$ cat config.mk
export PLATFORM = sky130hd
export DESIGN_NAME = piecewise_linear_pixel_stretch
export DESIGN_NICKNAME = d
export VERILOG_FILES = /design/src/sv/pls_pkg.sv /design/src/sv/pls_lane.sv /design/src/sv/piecewise_linear_pixel_stretch.sv
export SDC_FILE = /design/constraint.sdc
export NUM_CORES = 2
export LEC_CHECK = 0
export ABC_AREA = 1
export BUFFER_PORTS_ARGS = -buffer_cell sky130_fd_sc_hd__buf_4
export CORE_ASPECT_RATIO = 0.9
export CORE_UTILIZATION = 40
export CTS_BUF_LIST = sky130_fd_sc_hd__clkbuf_4
export DETAILED_ROUTE_END_ITERATION = 12
export REMOVE_ABC_BUFFERS = 1
export SYNTH_ARGS = -nofsm -noshare
export SYNTH_HDL_FRONTEND = slang
export SYNTH_SLANG_ARGS = --single-unit
$ cat constraint.sdc
create_clock -name clk_i -period 18.9 [get_ports clk_i]
set_input_delay 2.835 -clock clk_i [delete_from_list [all_inputs] [get_ports clk_i]]
set_output_delay 2.835 -clock clk_i [all_outputs]
set_load 0.01 [all_outputs]
$ cat src/sv/pls_pkg.sv
// ----------------------------------------------------------------------------
// pls_pkg
// Types and constants shared by the pixel stretch top level and its lane.
// ----------------------------------------------------------------------------
`timescale 1ns / 1ps

package pls_pkg;

  localparam int unsigned NumStages = 8;
  localparam int unsigned CfgIdxW   = 3;
  localparam int unsigned CfgDataW  = 8;
  localparam logic [7:0]  LevelMax  = 8'hFF;

  typedef enum logic [CfgIdxW-1:0] {
    CfgFirstIn   = 3'd0,
    CfgFirstOut  = 3'd1,
    CfgSecondIn  = 3'd2,
    CfgSecondOut = 3'd3,
    CfgColorMode = 3'd4
  } cfg_idx_e;

  typedef struct packed {
    logic [7:0] first_in;
    logic [7:0] first_out;
    logic [7:0] second_in;
    logic [7:0] second_out;
    logic       color_mode;
  } cfg_t;

  typedef struct packed {
    logic [7:0] pixel_c0;
    logic [7:0] pixel_c1;
    logic [7:0] pixel_c2;
  } pix_in_t;

  typedef struct packed {
    logic [7:0] mapped_c0;
    logic [7:0] mapped_c1;
    logic [7:0] mapped_c2;
  } pix_out_t;

endpackage

$ cat src/sv/pls_lane.sv
// ----------------------------------------------------------------------------
// pls_lane
// One channel of the stretch: segment select, two products, rounded
// dividend, then a restoring divide at two quotient bits per stage.
// ----------------------------------------------------------------------------
`timescale 1ns / 1ps

module pls_lane
  import pls_pkg::*;
(
  input  logic                 clk_i,
  input  logic [NumStages-1:0] en_i,
  input  logic [7:0]           x_i,
  input  cfg_t                 cfg_i,
  output logic [7:0]           y_o
);

  localparam int unsigned DivSteps = 4;

  // stage 0: input
  logic [7:0] x0_q;

  // stage 1: operands of n = p*u + q*v, denominator d
  logic [7:0] p_d, u_d, q_d, v_d, den_d;
  logic [7:0] p_q, u_q, q_q, v_q, den1_q;

  // stage 2: products
  logic [15:0] pa_q, pb_q;
  logic [7:0]  den2_q;

  // stages 3..7: remainder, divisor and quotient
  logic [16:0] num_d;
  logic [16:0] rem_q [0:DivSteps];
  logic [8:0]  dvs_q [0:DivSteps];
  logic [7:0]  quo_q [0:DivSteps];

  always_ff @(posedge clk_i) begin
    if (en_i[0]) begin
      x0_q <= x_i;
    end
  end

  always_comb begin
    priority if (x0_q < cfg_i.first_in) begin
      p_d   = cfg_i.first_out;
      u_d   = x0_q;
      q_d   = '0;
      v_d   = '0;
      den_d = cfg_i.first_in;
    end else if (x0_q < cfg_i.second_in) begin
      p_d   = cfg_i.first_out;
      u_d   = cfg_i.second_in - x0_q;
      q_d   = cfg_i.second_out;
      v_d   = x0_q - cfg_i.first_in;
      den_d = cfg_i.second_in - cfg_i.first_in;
    end else if (cfg_i.second_in == LevelMax) begin
      // flat top: result is second_out itself
      p_d   = cfg_i.second_out;
      u_d   = 8'd1;
      q_d   = '0;
      v_d   = '0;
      den_d = 8'd1;
    end else begin
      p_d   = cfg_i.second_out;
      u_d   = LevelMax - x0_q;
      q_d   = LevelMax;
      v_d   = x0_q - cfg_i.second_in;
      den_d = LevelMax - cfg_i.second_in;
    end
  end

  always_ff @(posedge clk_i) begin
    if (en_i[1]) begin
      p_q    <= p_d;
      u_q    <= u_d;
      q_q    <= q_d;
      v_q    <= v_d;
      den1_q <= den_d;
    end
  end

  always_ff @(posedge clk_i) begin
    if (en_i[2]) begin
      pa_q   <= p_q * u_q;
      pb_q   <= q_q * v_q;
      den2_q <= den1_q;
    end
  end

  // 2n + d never exceeds 511 * 255
  always_comb begin
    num_d = {(pa_q + pb_q), 1'b0} + 17'(den2_q);
  end

  always_ff @(posedge clk_i) begin
    if (en_i[3]) begin
      rem_q[0] <= num_d;
      dvs_q[0] <= {den2_q, 1'b0};
      quo_q[0] <= '0;
    end
  end

  for (genvar j = 0; j < DivSteps; j++) begin : g_div
    localparam int unsigned ShHi = 7 - 2 * j;
    localparam int unsigned ShLo = 6 - 2 * j;

    logic [16:0] dhi, dlo, rem_mid, rem_nxt;
    logic        bit_hi, bit_lo;

    always_comb begin
      dhi     = 17'(dvs_q[j]) << ShHi;
      dlo     = 17'(dvs_q[j]) << ShLo;
      bit_hi  = rem_q[j] >= dhi;
      rem_mid = bit_hi ? rem_q[j] - dhi : rem_q[j];
      bit_lo  = rem_mid >= dlo;
      rem_nxt = bit_lo ? rem_mid - dlo : rem_mid;
    end

    always_ff @(posedge clk_i) begin
      if (en_i[4+j]) begin
        rem_q[j+1] <= rem_nxt;
        dvs_q[j+1] <= dvs_q[j];
        quo_q[j+1] <= {quo_q[j][5:0], bit_hi, bit_lo};
      end
    end
  end

  assign y_o = quo_q[DivSteps];

endmodule

$ cat src/sv/piecewise_linear_pixel_stretch.sv
// ----------------------------------------------------------------------------
// piecewise_linear_pixel_stretch
// Three-segment linear stretch of each pixel channel, rounded half up; in gray
// mode channels 1 and 2 are output as zero. Each accepted item passes through
// 8 register stages, depth set by the divide at two quotient bits per stage.
// Throughput: 1/cycle unless stalled. An output stall holds only full stages;
// input stalls once all 8 are full. Reset clears the stage valid bits and
// loads 64/32, 192/224 and gray mode.
`timescale 1ns / 1ps

module piecewise_linear_pixel_stretch
  import pls_pkg::*;
(
  input  logic                clk_i,
  input  logic                rst_ni,
  input  logic                cfg_we_i,
  input  logic [CfgIdxW-1:0]  cfg_idx_i,
  input  logic [CfgDataW-1:0] cfg_wdata_i,
  input  logic                in_valid_i,
  output logic                in_stall_o,
  input  pix_in_t             in_data_i,
  output logic                out_valid_o,
  input  logic                out_stall_i,
  output pix_out_t            out_data_o
);

  localparam int unsigned Last = NumStages - 1;

  cfg_t                 cfg_q;
  logic [NumStages-1:0] valid_q;
  logic [NumStages-1:0] en;
  logic [Last:1]        mode_q;
  logic [7:0]           y0, y1, y2;

  always_ff @(posedge clk_i or negedge rst_ni) begin
    if (!rst_ni) begin
      cfg_q.first_in   <= 8'd64;
      cfg_q.first_out  <= 8'd32;
      cfg_q.second_in  <= 8'd192;
      cfg_q.second_out <= 8'd224;
      cfg_q.color_mode <= 1'b0;
    end else if (cfg_we_i) begin
      unique case (cfg_idx_i)
        CfgFirstIn:   cfg_q.first_in   <= cfg_wdata_i;
        CfgFirstOut:  cfg_q.first_out  <= cfg_wdata_i;
        CfgSecondIn:  cfg_q.second_in  <= cfg_wdata_i;
        CfgSecondOut: cfg_q.second_out <= cfg_wdata_i;
        CfgColorMode: cfg_q.color_mode <= cfg_wdata_i[0];
        default: ;
      endcase
    end
  end

  // a stage moves when it is empty or the next one moves
  assign en[Last] = !valid_q[Last] || !out_stall_i;
  for (genvar k = 0; k < Last; k++) begin : g_en
    assign en[k] = !valid_q[k] || en[k+1];
  end

  assign in_stall_o = !en[0];

  always_ff @(posedge clk_i or negedge rst_ni) begin
    if (!rst_ni) begin
      valid_q <= '0;
    end else begin
      if (en[0]) begin
        valid_q[0] <= in_valid_i;
      end
      for (int k = 1; k < NumStages; k++) begin
        if (en[k]) begin
          valid_q[k] <= valid_q[k-1];
        end
      end
    end
  end

  always_ff @(posedge clk_i) begin
    if (en[1]) begin
      mode_q[1] <= cfg_q.color_mode;
    end
    for (int k = 2; k < NumStages; k++) begin
      if (en[k]) begin
        mode_q[k] <= mode_q[k-1];
      end
    end
  end

  pls_lane u_lane0 (
    .clk_i (clk_i),
    .en_i  (en),
    .x_i   (in_data_i.pixel_c0),
    .cfg_i (cfg_q),
    .y_o   (y0)
  );

  pls_lane u_lane1 (
    .clk_i (clk_i),
    .en_i  (en),
    .x_i   (in_data_i.pixel_c1),
    .cfg_i (cfg_q),
    .y_o   (y1)
  );

  pls_lane u_lane2 (
    .clk_i (clk_i),
    .en_i  (en),
    .x_i   (in_data_i.pixel_c2),
    .cfg_i (cfg_q),
    .y_o   (y2)
  );

  assign out_valid_o          = valid_q[Last];
  assign out_data_o.mapped_c0 = y0;
  assign out_data_o.mapped_c1 = mode_q[Last] ? y1 : 8'd0;
  assign out_data_o.mapped_c2 = mode_q[Last] ? y2 : 8'd0;

`ifndef SYNTHESIS
  a_stall_full: assert property (@(posedge clk_i) disable iff (!rst_ni)
    in_stall_o |-> (&valid_q))
    else $error("input stalled while pipeline has a free stage");

  a_gray_zero: assert property (@(posedge clk_i) disable iff (!rst_ni)
    (out_valid_o && !mode_q[Last]) |->
      (out_data_o.mapped_c1 == 8'd0 && out_data_o.mapped_c2 == 8'd0))
    else $error("gray item carries nonzero color channels");

  a_out_origin: assert property (@(posedge clk_i) disable iff (!rst_ni)
    $rose(out_valid_o) |-> $past(valid_q[Last-1]))
    else $error("result appeared without an item in the stage before");
`endif

endmodule

==> implementation parameters <==
Parameter                              Value

Yosys
  Area share of the largest cell type after synthesis    0.3354
  Syn Std Cell Area    between 50000 and 60000 µm²
  Post-synthesis adder-cell area fraction    0.2162
  Async SR Flop Fraction    0.06212
  Simple-gate portion of the synthesized area    0.2013
  Number of enable-type register cells in the synthesized netlist    approximately 620
  Mux cell area share after synthesis    0.0004064
  Compound-gate portion of the synthesized area    0.08277
  Dominant combinational cell family by area after synthesis    adder cells
  Total of warnings raised by yosys    0
  Sequential cell area fraction in the yosys report    0.3541
  Cell variety after synth    66
  Leading register cell type out of synthesis    edfxtp_1
  Top post-synthesis cells by area    edfxtp_1, ha_1, nand2_1
  Synthesized instance count    about 6700
  Mapped Avg Cell Area    roughly 8.3 µm²
  Largest area contributor in the synthesized netlist    edfxtp_1
  Post-synthesis register bit count    660
  Top post-synthesis cells by count    nand2_1, inv_1, edfxtp_1
  Synthesized-area fraction occupied by xor and xnor cells    0.04631
  Most numerous cell in the Yosys netlist    nand2_1

Setup path
  Critical Path Source Type    input port
  Worst setup EP type    primary output
  Type of the setup path with the least slack    input port to primary output
  Largest driver fanout on the critical path    between 50 and 60
  Required time reported for the critical path endpoint    between 15000 and 20000 ps
  Worst Path Arrival    a little over 7000 ps

Layout
  Register Area    roughly 20000 µm²
  Area used by multi-input combinational logic    between 30000 and 40000 µm²
  Fraction of layout cells with a size suffix above 1    0.06480
  Filler Cell Count    between 10000 and 15000
  Total number of nets in the final design    ~7600
  Synth-to-layout area growth    8.112%

Detailed routing
  First-iteration detailed-routing DRC count    2701
  Number of iterations in the first detailed-routing pass    5
  DR vias/cell    4.927
  Routed wire length per instance    ~15 µm
  DRC viols    0
  Routed Antenna Nets    0
  Routed Wire Length    129.0 mm
  Total number of vias    43070

STA
  F_max    0.09930 GHz
  Hold Fails Final Rpt    0
  Final Hold Slack    slightly above 400 ps
  Setup Total Neg Slack    0 ps
  Slew HR    0.2557
  Shortest clock period the worst path allows after layout    roughly 10000 ps
  Number of max-slew violations in the final report    0
  Setup violations, final    0
  Max Clock Skew    between 70 and 80 ps
  Ratio of final minimum period to clock period    0.5328
  Unrepaired setup endpoints after global routing    false
  Slew @ Worst Pin    approximately 1100 ps

Global route
  Initial antenna violation count    3
  Number of global-route vias before repair    about 42000
  GRT Total Usage    0.1854
  Wire length of the first global-routing pass    around 210 mm
  GRT overflow    0
  Maximum number of pins on one net before global-route repair    75

Clocking
  Total setup buffers inserted after CTS    0
  Post-cts gate resize count    0
  Clk Latency, worst-skew pair    about 1100 ps
  CTS tree    done
  Post-CTS clock slew at the launch and capture registers of the worst setup and hold paths    approximately 70 ps
  Clock sink total    660
  Total CTS buffers    170
  Clock Root Buffer    clkbuf_4
  Hold_buf cts    0
  H-tree depth reported by CTS    4
  CTS Buffer Depth    3

Placed design
  Final HPWL DP    103.0 mm
  Global placer's final weighted congestion    between 0.9 and 1
  Count of input and output buffers    65

Status
  Status    finished clean

Min path
  Type of the tightest min-delay check    flip-flop to flip-flop

Floorplanning
  Die height    355.1 µm
  Floorplan die area    around 140000 µm²
  Std cell rows    roughly 130
  # IOs    66
  Floorplan die width    slightly below 400 µm
  Initial core utilization    0.4030
  Area of the core    137500 µm²

Flow run
  Max cap viols    0
==> area by class of cell <==
cell class,count,share of cell area
Antenna cell,11,0.0004594
Clock buffer,232,0.02907
Clock inverter,80,0.009439
Inverter,1270,0.07979
Multi-Input combinational cell,4581,0.5060
Sequential cell,660,0.3275
Tap cell,1834,0.03830
Timing Repair Buffer,75,0.009397
==> worst max-delay path, cell delays in order <==
cell and delay, ps:
buf_4 80, nand2_2 450, nor2_1 380, inv_4 220, nor2_1 180, clkinv_2 400, nor2_1 300, clkinv_2 400
nor2_1 280, clkinv_2 100, nor2_1 200, inv_4 270, nor2_1 260, inv_4 260, nor2_1 390, buf_4 200
==> registers in the layout, summed over array words and instances, names as in the netlist, 20 cells and up <==
signal / flops
u_lane1.dvs_q: 28
u_lane0.dvs_q: 28
u_lane1.quo_q: 20
u_lane0.rem_q: 68
u_lane2.dvs_q: 28
u_lane1.rem_q: 68
u_lane2.rem_q: 68
u_lane2.quo_q: 20
cfg_q: 33
u_lane0.quo_q: 20
==> layer usage <==
layer / GRT usage / wire, µm
met1: 0.2569 / 62330
met2: 0.2991 / 57980
met3: 0.03086 / 6402
met4: 0.04988 / 2232
met5: 0 / 13
==> cells by family (layout without fill, tap and decap cells) <==
kind of cell    count (synthesis)  count (layout)
buf+inv                      1433            1657
flops                         660             660
compound gates                826             826
xor+xnor                      293             293
simple gates                 2654            2654
other cells                     0              11
fa+ha+maj                     806             806
mux                             2               2
==> placed cells by master (no fill, tap or decap), types with 13 or more instances in the layout <==
cell / Yosys / routed
nand2_1: 1686 / 1685
inv_1: 1262 / 1256
edfxtp_1: 619 / 619
ha_1: 553 / 553
nand3_1: 373 / 373
nor2_1: 372 / 372
a21oi_1: 339 / 339
o21ai_0: 297 / 297
fa_1: 253 / 253
clkbuf_4: 0 / 232
xor2_1: 200 / 200
xnor2_1: 93 / 93
nand4_1: 84 / 84
buf_4: 13 / 75
clkinv_1: 3 / 49
dfrtp_1: 34 / 34
o22ai_1: 33 / 33
nor3_1: 32 / 32
a31oi_1: 29 / 29
a21o_1: 29 / 29
or2_2: 26 / 26
clkinv_2: 0 / 21
nand3b_1: 18 / 18
o221ai_1: 15 / 15
o21bai_1: 13 / 13
==> worst paths after layout <==
kind,start,end,slack (ps),cells past startpoint
worst min register to register,u_lane0.quo_q[0][17],u_lane0.quo_q[0][27],410,0
max in group asynchronous,rst_ni,cfg_q[32],16630,1
min in group asynchronous,rst_ni,valid_q[7],1690,1
worst max-delay path,out_stall_i,in_stall_o,8830,16
worst max register to register,valid_q[7],u_lane0.x0_q[3],13330,15
worst min-delay path,u_lane0.quo_q[0][17],u_lane0.quo_q[0][27],410,0
==> stage by stage <==
stage               area, µm²  setup slack (ps)    util  cells
finish                  59920              8830  0.4357   8743
global route            59910              8266  0.4357   8742
CTS                     59890              8586  0.4355   8732
detailed placement      57580              8616  0.4187   8420
global placement        57580              8501  0.4187   8420
floorplan               54710             190.0       -   6511
Power is left out: the tool's default activity adds up to more than one toggle a clock period on the data nets, which glitch-free logic cannot reach.
